## config.mk

```make
export PLATFORM = sky130hd
export DESIGN_NAME = unit_fraction_sum_reducer_flat
export DESIGN_NICKNAME = d
export VERILOG_FILES = /design/src/rtl/ufsr_pkg.sv /design/src/rtl/ufsr_in_if.sv /design/src/rtl/ufsr_out_if.sv /design/src/rtl/ufsr_alu.sv /design/src/rtl/ufsr_ctrl.sv /design/src/rtl/unit_fraction_sum_reducer.sv /design/src/flat_wrapper.sv
export VERILOG_INCLUDE_DIRS = /design/src /design/src/rtl
export SDC_FILE = /design/constraint.sdc
export NUM_CORES = 2
export LEC_CHECK = 0
export BUFFER_PORTS_ARGS = -buffer_cell sky130_fd_sc_hd__buf_2
export CAP_MARGIN = 20
export CORE_MARGIN = 2
export CORE_UTILIZATION = 30
export DETAILED_ROUTE_END_ITERATION = 8
export HOLD_SLACK_MARGIN = 0.05
export PLACE_DENSITY = 0.43
export SLEW_MARGIN = 10
export SYNTH_ARGS = -nofsm -noshare
export SYNTH_HDL_FRONTEND = slang
export SYNTH_SLANG_ARGS = --single-unit
```

## constraint.sdc

```tcl
create_clock -name i_clk -period 17.13 [get_ports i_clk]
set_input_delay 1.713 -clock i_clk [delete_from_list [all_inputs] [get_ports i_clk]]
set_output_delay 1.713 -clock i_clk [all_outputs]
set_load 0.005 [all_outputs]
```

## src/rtl/unit_fraction_sum_reducer_macros.svh

```systemverilog
// assertion helpers included by the controller
`ifndef UNIT_FRACTION_SUM_REDUCER_MACROS_SVH
`define UNIT_FRACTION_SUM_REDUCER_MACROS_SVH

// same-cycle implication, checked outside reset
`define UFSR_ASSERT_IMPL(lbl, clk, rst_n, ante, cons) \
    lbl: assert property (@(posedge clk) disable iff (!rst_n) (ante) |-> (cons)) \
        else $error("%m: implication check failed");

// next-cycle implication, checked outside reset
`define UFSR_ASSERT_NEXT(lbl, clk, rst_n, ante, cons) \
    lbl: assert property (@(posedge clk) disable iff (!rst_n) (ante) |=> (cons)) \
        else $error("%m: next-cycle check failed");

`endif

```

## src/rtl/ufsr_pkg.sv

```systemverilog
`timescale 1ns / 1ps

package ufsr_pkg;

    // datapath widths
    localparam int SUM_W   = 32;
    localparam int DENOM_W = 16;
    localparam int OUT_W   = 32;
    localparam int AW      = SUM_W + 1;
    localparam int PROD_W  = SUM_W + DENOM_W;
    localparam int CNT_W   = $clog2(SUM_W);

    // sequencer states
    typedef enum logic [2:0] {
        S_IDLE,
        S_MUL_N,
        S_MUL_D,
        S_ADD,
        S_GCD,
        S_DIV_T,
        S_DIV_B,
        S_FIN
    } t_state;

    // shared unit operation
    typedef enum logic {
        ALU_ADD,
        ALU_SUB
    } t_alu_op;

    typedef struct packed {
        t_alu_op              op;
        logic [AW-1:0]        a;
        logic [AW-1:0]        b;
        logic [DENOM_W-1:0]   m;
    } t_alu_req;

    typedef struct packed {
        logic [PROD_W-1:0]    prod;
        logic [AW:0]          diff;
        logic                 zero;
    } t_alu_rsp;

    // one result item
    typedef struct packed {
        logic [OUT_W-1:0]     sum_numerator;
        logic [OUT_W-1:0]     sum_denominator;
        logic                 group_done;
        logic                 overflow;
        logic                 zero_denominator;
    } t_result;

endpackage

```

## src/rtl/ufsr_in_if.sv

```systemverilog
`timescale 1ns / 1ps

interface ufsr_in_if;
    import ufsr_pkg::*;

    logic                 valid;
    logic                 ready;
    logic [DENOM_W-1:0]   denominator;
    logic                 last_term;

    modport source (output valid, output denominator, output last_term, input ready);
    modport sink   (input valid, input denominator, input last_term, output ready);
endinterface

```

## src/rtl/ufsr_out_if.sv

```systemverilog
`timescale 1ns / 1ps

interface ufsr_out_if;
    import ufsr_pkg::*;

    logic                 valid;
    logic                 ready;
    logic [OUT_W-1:0]     sum_numerator;
    logic [OUT_W-1:0]     sum_denominator;
    logic                 group_done;
    logic                 overflow;
    logic                 zero_denominator;

    modport source (output valid, output sum_numerator, output sum_denominator,
                    output group_done, output overflow, output zero_denominator,
                    input ready);
    modport sink   (input valid, input sum_numerator, input sum_denominator,
                    input group_done, input overflow, input zero_denominator,
                    output ready);
endinterface

```

## src/rtl/ufsr_alu.sv

```systemverilog
`timescale 1ns / 1ps

module ufsr_alu (
    input  ufsr_pkg::t_alu_req i_req,
    output ufsr_pkg::t_alu_rsp o_rsp
);
    import ufsr_pkg::*;

    logic [AW:0] diff;

    // add or subtract with carry / borrow in the top bit
    always_comb begin
        if (i_req.op == ALU_ADD) begin
            diff = {1'b0, i_req.a} + {1'b0, i_req.b};
        end else begin
            diff = {1'b0, i_req.a} - {1'b0, i_req.b};
        end
    end

    // sum-width by denominator-width product
    assign o_rsp.prod = PROD_W'(i_req.a[SUM_W-1:0]) * PROD_W'(i_req.m);
    assign o_rsp.diff = diff;
    assign o_rsp.zero = (diff[AW-1:0] == '0);

endmodule

```

## src/rtl/ufsr_ctrl.sv

```systemverilog
`timescale 1ns / 1ps
`include "unit_fraction_sum_reducer_macros.svh"

module ufsr_ctrl (
    input  logic                          i_clk,
    input  logic                          i_rst_n,
    input  logic                          i_start,
    input  logic [ufsr_pkg::DENOM_W-1:0]  i_denom,
    input  logic                          i_last,
    input  logic                          i_res_free,
    output logic                          o_ready,
    output logic                          o_res_valid,
    output ufsr_pkg::t_result             o_res
);
    import ufsr_pkg::*;

    t_state               r_state, n_state;
    logic [SUM_W-1:0]     r_num, n_num;
    logic [SUM_W-1:0]     r_den, n_den;
    logic                 r_ovf_seen, n_ovf_seen;
    logic [DENOM_W-1:0]   r_d, n_d;
    logic                 r_last, n_last;
    logic                 r_zero, n_zero;
    logic                 r_ovf, n_ovf;
    logic [SUM_W-1:0]     r_t, n_t;
    logic [SUM_W-1:0]     r_b, n_b;
    logic [SUM_W-1:0]     r_u, n_u;
    logic [SUM_W-1:0]     r_v, n_v;
    logic [SUM_W-1:0]     r_r, n_r;
    logic [CNT_W-1:0]     r_cnt, n_cnt;

    t_alu_req             alu_req;
    t_alu_rsp             alu_rsp;
    logic                 prod_hi;
    logic                 ovf_add;
    logic                 borrow;
    logic                 div_last;
    logic                 gcd_done;
    logic                 upd;

    ufsr_alu u_alu (
        .i_req (alu_req),
        .o_rsp (alu_rsp)
    );

    // flags from the shared unit
    assign prod_hi  = |alu_rsp.prod[PROD_W-1:SUM_W];
    assign ovf_add  = r_ovf | alu_rsp.diff[SUM_W];
    assign borrow   = alu_rsp.diff[AW];
    assign div_last = (r_cnt == CNT_W'(SUM_W - 1));
    assign gcd_done = r_u[0] & r_v[0] & alu_rsp.zero;
    assign upd      = ~r_zero & ~r_ovf;

    // next state
    always_comb begin
        n_state = r_state;
        unique case (r_state)
            S_IDLE: begin
                if (i_start) begin
                    n_state = (i_denom == '0) ? S_FIN : S_MUL_N;
                end
            end
            S_MUL_N: n_state = S_MUL_D;
            S_MUL_D: n_state = S_ADD;
            S_ADD:   n_state = ovf_add ? S_FIN : S_GCD;
            S_GCD: begin
                if (gcd_done) begin
                    n_state = S_DIV_T;
                end
            end
            S_DIV_T: begin
                if (div_last) begin
                    n_state = S_DIV_B;
                end
            end
            S_DIV_B: begin
                if (div_last) begin
                    n_state = S_FIN;
                end
            end
            S_FIN: begin
                if (i_res_free) begin
                    n_state = S_IDLE;
                end
            end
            default: n_state = S_IDLE;
        endcase
    end

    // shared unit operands per state
    always_comb begin
        alu_req.op = ALU_SUB;
        alu_req.a  = '0;
        alu_req.b  = '0;
        alu_req.m  = r_d;
        unique case (r_state)
            S_MUL_N: alu_req.a = {1'b0, r_num};
            S_MUL_D: alu_req.a = {1'b0, r_den};
            S_ADD: begin
                alu_req.op = ALU_ADD;
                alu_req.a  = {1'b0, r_t};
                alu_req.b  = {1'b0, r_den};
            end
            S_GCD: begin
                alu_req.a = {1'b0, r_u};
                alu_req.b = {1'b0, r_v};
            end
            S_DIV_T: begin
                alu_req.a = {r_r, r_t[SUM_W-1]};
                alu_req.b = {1'b0, r_u};
            end
            S_DIV_B: begin
                alu_req.a = {r_r, r_b[SUM_W-1]};
                alu_req.b = {1'b0, r_u};
            end
            default: alu_req.op = ALU_SUB;
        endcase
    end

    // result and handshake outputs
    always_comb begin
        o_ready                   = (r_state == S_IDLE);
        o_res_valid               = (r_state == S_FIN) && i_res_free;
        o_res.sum_numerator       = OUT_W'(upd ? r_t : r_num);
        o_res.sum_denominator     = OUT_W'(upd ? r_b : r_den);
        o_res.group_done          = r_last;
        o_res.overflow            = r_ovf_seen | r_ovf;
        o_res.zero_denominator    = r_zero;
    end

    // datapath next values
    always_comb begin
        n_num      = r_num;
        n_den      = r_den;
        n_ovf_seen = r_ovf_seen;
        n_d        = r_d;
        n_last     = r_last;
        n_zero     = r_zero;
        n_ovf      = r_ovf;
        n_t        = r_t;
        n_b        = r_b;
        n_u        = r_u;
        n_v        = r_v;
        n_r        = r_r;
        n_cnt      = r_cnt;
        case (r_state)
            S_IDLE: begin
                if (i_start) begin
                    n_d    = i_denom;
                    n_last = i_last;
                    n_zero = (i_denom == '0);
                    n_ovf  = 1'b0;
                end
            end
            // num * d
            S_MUL_N: begin
                n_t   = alu_rsp.prod[SUM_W-1:0];
                n_ovf = prod_hi;
            end
            // den * d
            S_MUL_D: begin
                n_b   = alu_rsp.prod[SUM_W-1:0];
                n_ovf = r_ovf | prod_hi;
            end
            // num * d + den, seed the gcd pair
            S_ADD: begin
                n_t   = alu_rsp.diff[SUM_W-1:0];
                n_ovf = ovf_add;
                n_u   = alu_rsp.diff[SUM_W-1:0];
                n_v   = r_b;
            end
            // binary gcd; common factors of two come off the operands directly
            S_GCD: begin
                if (!r_u[0] && !r_v[0]) begin
                    n_u = {1'b0, r_u[SUM_W-1:1]};
                    n_v = {1'b0, r_v[SUM_W-1:1]};
                    n_t = {1'b0, r_t[SUM_W-1:1]};
                    n_b = {1'b0, r_b[SUM_W-1:1]};
                end else if (!r_u[0]) begin
                    n_u = {1'b0, r_u[SUM_W-1:1]};
                end else if (!r_v[0]) begin
                    n_v = {1'b0, r_v[SUM_W-1:1]};
                end else if (alu_rsp.zero) begin
                    n_r   = '0;
                    n_cnt = '0;
                end else if (borrow) begin
                    n_u = r_v;
                    n_v = r_u;
                end else begin
                    n_u = {1'b0, alu_rsp.diff[SUM_W-1:1]};
                end
            end
            // restoring division of the numerator, one bit a cycle
            S_DIV_T: begin
                n_r   = borrow ? alu_req.a[SUM_W-1:0] : alu_rsp.diff[SUM_W-1:0];
                n_t   = {r_t[SUM_W-2:0], ~borrow};
                n_cnt = r_cnt + CNT_W'(1);
                if (div_last) begin
                    n_r   = '0;
                    n_cnt = '0;
                end
            end
            // restoring division of the denominator
            S_DIV_B: begin
                n_r   = borrow ? alu_req.a[SUM_W-1:0] : alu_rsp.diff[SUM_W-1:0];
                n_b   = {r_b[SUM_W-2:0], ~borrow};
                n_cnt = r_cnt + CNT_W'(1);
            end
            // commit the sum, clear after a group ends
            S_FIN: begin
                if (i_res_free) begin
                    if (upd) begin
                        n_num = r_t;
                        n_den = r_b;
                    end
                    if (r_ovf) begin
                        n_ovf_seen = 1'b1;
                    end
                    if (r_last) begin
                        n_num      = '0;
                        n_den      = SUM_W'(1);
                        n_ovf_seen = 1'b0;
                    end
                end
            end
            default: n_cnt = r_cnt;
        endcase
    end

    // control registers
    always_ff @(posedge i_clk) begin
        if (!i_rst_n) begin
            r_state    <= S_IDLE;
            r_num      <= '0;
            r_den      <= SUM_W'(1);
            r_ovf_seen <= 1'b0;
            r_cnt      <= '0;
        end else begin
            r_state    <= n_state;
            r_num      <= n_num;
            r_den      <= n_den;
            r_ovf_seen <= n_ovf_seen;
            r_cnt      <= n_cnt;
        end
    end

    // working registers
    always_ff @(posedge i_clk) begin
        r_d    <= n_d;
        r_last <= n_last;
        r_zero <= n_zero;
        r_ovf  <= n_ovf;
        r_t    <= n_t;
        r_b    <= n_b;
        r_u    <= n_u;
        r_v    <= n_v;
        r_r    <= n_r;
    end

    `UFSR_ASSERT_IMPL(a_gcd_nonzero, i_clk, i_rst_n, r_state == S_GCD, (r_u != '0) && (r_v != '0))
    `UFSR_ASSERT_IMPL(a_rem_below, i_clk, i_rst_n, (r_state == S_DIV_T) || (r_state == S_DIV_B), r_r < r_u)
    `UFSR_ASSERT_IMPL(a_den_nonzero, i_clk, i_rst_n, o_res_valid, o_res.sum_denominator != '0)
    `UFSR_ASSERT_NEXT(a_start_busy, i_clk, i_rst_n, i_start && o_ready, r_state != S_IDLE)

endmodule

```

## src/rtl/unit_fraction_sum_reducer.sv

```systemverilog
`timescale 1ns / 1ps
// channel   dir  fields
// i_in      in   denominator[15:0], last_term
// o_out     out  sum_numerator[31:0], sum_denominator[31:0], group_done, overflow,
//                zero_denominator
//
// a term runs through setup states S_MUL_N, S_MUL_D and S_ADD, a binary gcd loop on
// the shared add/subtract unit, restoring divisions of numerator and denominator
// and a result state; zero or overflowing terms skip the gcd and the divisions
// i_in.ready is high only while the sequencer is idle, one item at a time
// the result sits in an output register; a stalled o_out holds the next result back
// synchronous active-low reset clears the sum to 0/1 and the overflow flag
module unit_fraction_sum_reducer (
    input  logic            i_clk,
    input  logic            i_rst_n,
    ufsr_in_if.sink         i_in,
    ufsr_out_if.source      o_out
);
    import ufsr_pkg::*;

    logic       start;
    logic       res_free;
    logic       core_ready;
    logic       res_valid;
    t_result    res;
    t_result    r_out;
    logic       r_out_valid;

    assign start    = i_in.valid & core_ready;
    assign res_free = ~r_out_valid | o_out.ready;

    ufsr_ctrl u_ctrl (
        .i_clk       (i_clk),
        .i_rst_n     (i_rst_n),
        .i_start     (start),
        .i_denom     (i_in.denominator),
        .i_last      (i_in.last_term),
        .i_res_free  (res_free),
        .o_ready     (core_ready),
        .o_res_valid (res_valid),
        .o_res       (res)
    );

    // output register valid
    always_ff @(posedge i_clk) begin
        if (!i_rst_n) begin
            r_out_valid <= 1'b0;
        end else if (res_valid) begin
            r_out_valid <= 1'b1;
        end else if (o_out.ready) begin
            r_out_valid <= 1'b0;
        end
    end

    // output register payload
    always_ff @(posedge i_clk) begin
        if (res_valid) begin
            r_out <= res;
        end
    end

    assign i_in.ready             = core_ready;
    assign o_out.valid            = r_out_valid;
    assign o_out.sum_numerator    = r_out.sum_numerator;
    assign o_out.sum_denominator  = r_out.sum_denominator;
    assign o_out.group_done       = r_out.group_done;
    assign o_out.overflow         = r_out.overflow;
    assign o_out.zero_denominator = r_out.zero_denominator;

endmodule
```

## src/flat_wrapper.sv

```systemverilog
// flat-port wrapper written by rule: the top's interface ports become plain ports
module unit_fraction_sum_reducer_flat import ufsr_pkg::*;
  (i_clk, i_rst_n, i_in_valid, i_in_denominator, i_in_last_term, i_in_ready, o_out_valid, o_out_sum_numerator, o_out_sum_denominator, o_out_group_done, o_out_overflow, o_out_zero_denominator, o_out_ready);
  ufsr_in_if i_in_i ();
  ufsr_out_if o_out_i ();
  input  logic i_clk;
  input  logic i_rst_n;
  input wire logic [$bits(i_in_i.valid)-1:0] i_in_valid;
  input wire logic [$bits(i_in_i.denominator)-1:0] i_in_denominator;
  input wire logic [$bits(i_in_i.last_term)-1:0] i_in_last_term;
  output wire logic [$bits(i_in_i.ready)-1:0] i_in_ready;
  output wire logic [$bits(o_out_i.valid)-1:0] o_out_valid;
  output wire logic [$bits(o_out_i.sum_numerator)-1:0] o_out_sum_numerator;
  output wire logic [$bits(o_out_i.sum_denominator)-1:0] o_out_sum_denominator;
  output wire logic [$bits(o_out_i.group_done)-1:0] o_out_group_done;
  output wire logic [$bits(o_out_i.overflow)-1:0] o_out_overflow;
  output wire logic [$bits(o_out_i.zero_denominator)-1:0] o_out_zero_denominator;
  input wire logic [$bits(o_out_i.ready)-1:0] o_out_ready;
  assign i_in_i.valid = i_in_valid;
  assign i_in_i.denominator = i_in_denominator;
  assign i_in_i.last_term = i_in_last_term;
  assign i_in_ready = i_in_i.ready;
  assign o_out_valid = o_out_i.valid;
  assign o_out_sum_numerator = o_out_i.sum_numerator;
  assign o_out_sum_denominator = o_out_i.sum_denominator;
  assign o_out_group_done = o_out_i.group_done;
  assign o_out_overflow = o_out_i.overflow;
  assign o_out_zero_denominator = o_out_i.zero_denominator;
  assign o_out_i.ready = o_out_ready;
  unit_fraction_sum_reducer u_core (.i_clk(i_clk), .i_rst_n(i_rst_n), .i_in(i_in_i), .o_out(o_out_i));
endmodule
```

==> flow_metrics.tcl <==
set metrics [dict create \
    hold_viol 0 \
    skew_ps 36.5 \
    cp.arrival_ps 10780 \
    insertion_delay_ps 620 \
    drt_iter0_markers 2165 \
    post-route-min-period_ps 10430 \
    timing.rr.start "u_core.u_ctrl.r_state[0]$_SDFFE_PN0P_" \
    avgSynthCellArea_um2 9.22 \
    worstHoldPathType "reg2reg" \
    drc_errors 0 \
    cts_resized 0 \
    ant_nets 0 \
    drv_slew 0 \
    die_x_um 351 \
    final_cell_mix "nand2_1 (605), inv_1 (428), fa_1 (419)" \
    cts_sinks 320 \
    dr_wl_met3_mm 5.73 \
    post-route-period-util_pct 60.9 \
    fp.coreArea_mm2 0.120 \
    worstPathCellList "nand2b_2 > buf_4 > nor2_4 > buf_4 > a22oi_1 > nand3_1 > and2_1 > fa_1 > fa_1 > fa_1 > fa_1 > fa_1 > inv_1 > fa_1 > inv_1 > ha_1 > a21oi_1 > o21ai_0 > nor3_1 > o211ai_1 > a311oi_1 > a21oi_1 > nor4_1 > a31oi_1" \
    synth_largest_area_cell "fa_1" \
    hold_path_startpoint "u_core.u_ctrl.r_cnt[4]$_SDFFE_PN0P_" \
    setup_slack_ps 6700 \
    endpoint_kind "flop" \
    start_util_pct 30.2 \
    die_y_um 351 \
    dp_slack_ps 6930 \
    cp_max_fo 62 \
    final_common_cell "nand2_1" \
    antenna_found_initial 3 \
    synth_cell_type_count 91 \
    io_pins 90 \
    required_ps 17480 \
    worst-r2r-setup-slack_ps 6700 \
    hpwl_mm 95.9 \
    dr.max_layer_used "met4" \
    drt_wl_total_mm 130 \
    grt_usage_pct 21.2 \
    finalWeightedCongestion 0.893 \
    hold_buffers 0 \
    r2r_cells 24 \
    synth.net_count 4509 \
    grt_overflow 0 \
    r2r_end "u_core.u_ctrl.r_ovf$_DFFE_PP_" \
    critPathMaxStageDelay_ps 830 \
    netlist_area_mm2 0.0361 \
    fin_tns_setup_ps 0 \
    cts_setup_buffers 0 \
    drive_gt1_share_pct 9.62 \
    holdPathEnd "u_core.u_ctrl.r_cnt[4]$_SDFFE_PN0P_" \
    ys_seq_area_share_pct 24.6 \
    die_area_mm2 0.123 \
    cts_buffer_depth 3 \
    portBuffers 89 \
    hold_ws_ps 463 \
    final_core_util_pct 33.1 \
    final-setup-viol-count 0 \
    cp_common_cell "fa_1" \
    synth-seq-cells 320 \
    min_path_cells 2 \
    drv_cap 0 \
    synthCells 3913 \
    tightest_slew_ps 1170 \
    wire_per_inst_um 23.7 \
    slowest_stage "dfxtp_4" \
    rows 127 \
    clkTransAtPathRegs_ps 60 \
    cts_max_level 2 \
    first_global_vias 29337 \
    vias_per_cell 5.30 \
    rsz0062_at_grt "no" \
    synth_warnings 0 \
    dr_wl_met2_mm 62.5 \
    cts-root-buf "clkbuf_16" \
    synth.area.top_cells "fa_1 (23%), edfxtp_1 (20%), nand2_1 (6.3%)" \
    grt_max_degree 78 \
    ys.flop_type "edfxtp_1" \
    numCtsBuffers 42 \
    synth-edff-count 246 \
    nNetsFinal 4462 \
    startpoint_type "flop" \
    dr.pass1.iters 6 \
    area_growth_pct 9.75 \
    worstSetupPathType "reg2reg" \
    slew_headroom_pct 21.5 \
    cts_tree "done" \
    timing.fmax_mhz 95.9 \
    grt_pass1_wl_mm 197 \
    vias 29199 \
    netlist.area_leader.share_pct 23.2 \
    wl_met1_mm 59.3 \
    synthArstFlopShare_pct 0 \
    status "finished clean" \
]
[synthesized netlist by cell type (23+ instances only)]
cell,instances
a211oi_1,43
a21boi_0,71
a21o_1,23
a21oi_1,159
a22oi_1,93
and2_1,220
buf_1,23
clkbuf_1,197
dfxtp_1,74
edfxtp_1,246
fa_1,419
ha_1,156
inv_1,429
mux2_2,81
mux2i_1,133
nand2_1,606
nand3_1,126
nand4_1,29
nor2_1,118
nor3_1,25
o21a_1,26
o21ai_0,139
o22ai_1,25
xnor2_1,53
xor2_1,36
[layout make-up]
| type | count | area, um^2 |
|---|---|---|
| Sequential cell | 320 | 8880 |
| Inverter | 430 | 1620 |
| Multi-Input combinational cell | 2906 | 24600 |
| Clock inverter | 25 | 270 |
| Fill cell | 12467 | 80000 |
| Clock buffer | 52 | 1150 |
| Tap cell | 1612 | 2020 |
| Antenna cell | 3 | 7.51 |
| Timing Repair Buffer | 166 | 1020 |
[critical path: cells and delay by family, from the launching register on]
kind | cells | cell delay [ps]
adder cells (fa/ha/maj) | 7 | 3340
AND/OR/NAND/NOR | 6 | 2720
AO/OA/AOI/OAI | 7 | 2190
buffers and inverters | 4 | 960
flip-flops | 1 | 830
[routing by layer]
metal | track usage, % | vias to the layer above
li1 | - | 13171
met1 | 29.5 | 15152
met2 | 35.5 | 744
met3 | 2.04 | 132
met4 | 4.75 | 0
met5 | 0 | -
[metrics by stage]
step | instances | area (um^2)
6_report | 5514 | 39600
5_1_grt | 5511 | 39600
4_1_cts | 5511 | 39600
3_5_place_dp | 5434 | 38200
3_3_place_gp | 5434 | 38200
2_1_floorplan | 3913 | 36100
[flip-flops by register name, summed over array words and instances, names as in the netlist]
| signal | count |
|---|---|
| u_core.o_out.group_done | 1 |
| u_core.o_out.overflow | 1 |
| u_core.o_out.sum_denominator | 32 |
| u_core.o_out.sum_numerator | 32 |
| u_core.o_out.valid | 1 |
| u_core.o_out.zero_denominator | 1 |
| u_core.u_ctrl.r_b | 32 |
| u_core.u_ctrl.r_cnt | 5 |
| u_core.u_ctrl.r_d | 16 |
| u_core.u_ctrl.r_den | 32 |
| u_core.u_ctrl.r_last | 1 |
| u_core.u_ctrl.r_num | 32 |
| u_core.u_ctrl.r_ovf | 1 |
| u_core.u_ctrl.r_ovf_seen | 1 |
| u_core.u_ctrl.r_r | 32 |
| u_core.u_ctrl.r_state | 3 |
| u_core.u_ctrl.r_t | 32 |
| u_core.u_ctrl.r_u | 32 |
| u_core.u_ctrl.r_v | 32 |
| u_core.u_ctrl.r_zero | 1 |
[cell families after synthesis]
group,Yosys count,share of synthesized area [%]
AOI/OAI and AO/OA,747,13.8
xor gates and xnor gates,91,2.28
adders and majority gates,575,28.7
buffers and inverters,687,7.44
DFF,320,24.6
muxes,214,6.22
and+or+nand+nor,1279,17.0
[how the worst max path moves through the flow]
stage                                           from                       endpoint
2_1_floorplan  u_core.u_ctrl.r_state[0]$_SDFFE_PN0P_  u_core.u_ctrl.r_ovf$_DFFE_PP_
3_3_place_gp   u_core.u_ctrl.r_state[0]$_SDFFE_PN0P_  u_core.u_ctrl.r_ovf$_DFFE_PP_
3_5_place_dp   u_core.u_ctrl.r_state[0]$_SDFFE_PN0P_  u_core.u_ctrl.r_ovf$_DFFE_PP_
4_1_cts        u_core.u_ctrl.r_state[0]$_SDFFE_PN0P_  u_core.u_ctrl.r_ovf$_DFFE_PP_
5_1_grt        u_core.u_ctrl.r_state[0]$_SDFFE_PN0P_  u_core.u_ctrl.r_ovf$_DFFE_PP_
6_report       u_core.u_ctrl.r_state[0]$_SDFFE_PN0P_  u_core.u_ctrl.r_ovf$_DFFE_PP_
Power is not shown: default switching activity piles up to over one toggle a cycle in this logic, so the estimate is an artifact.
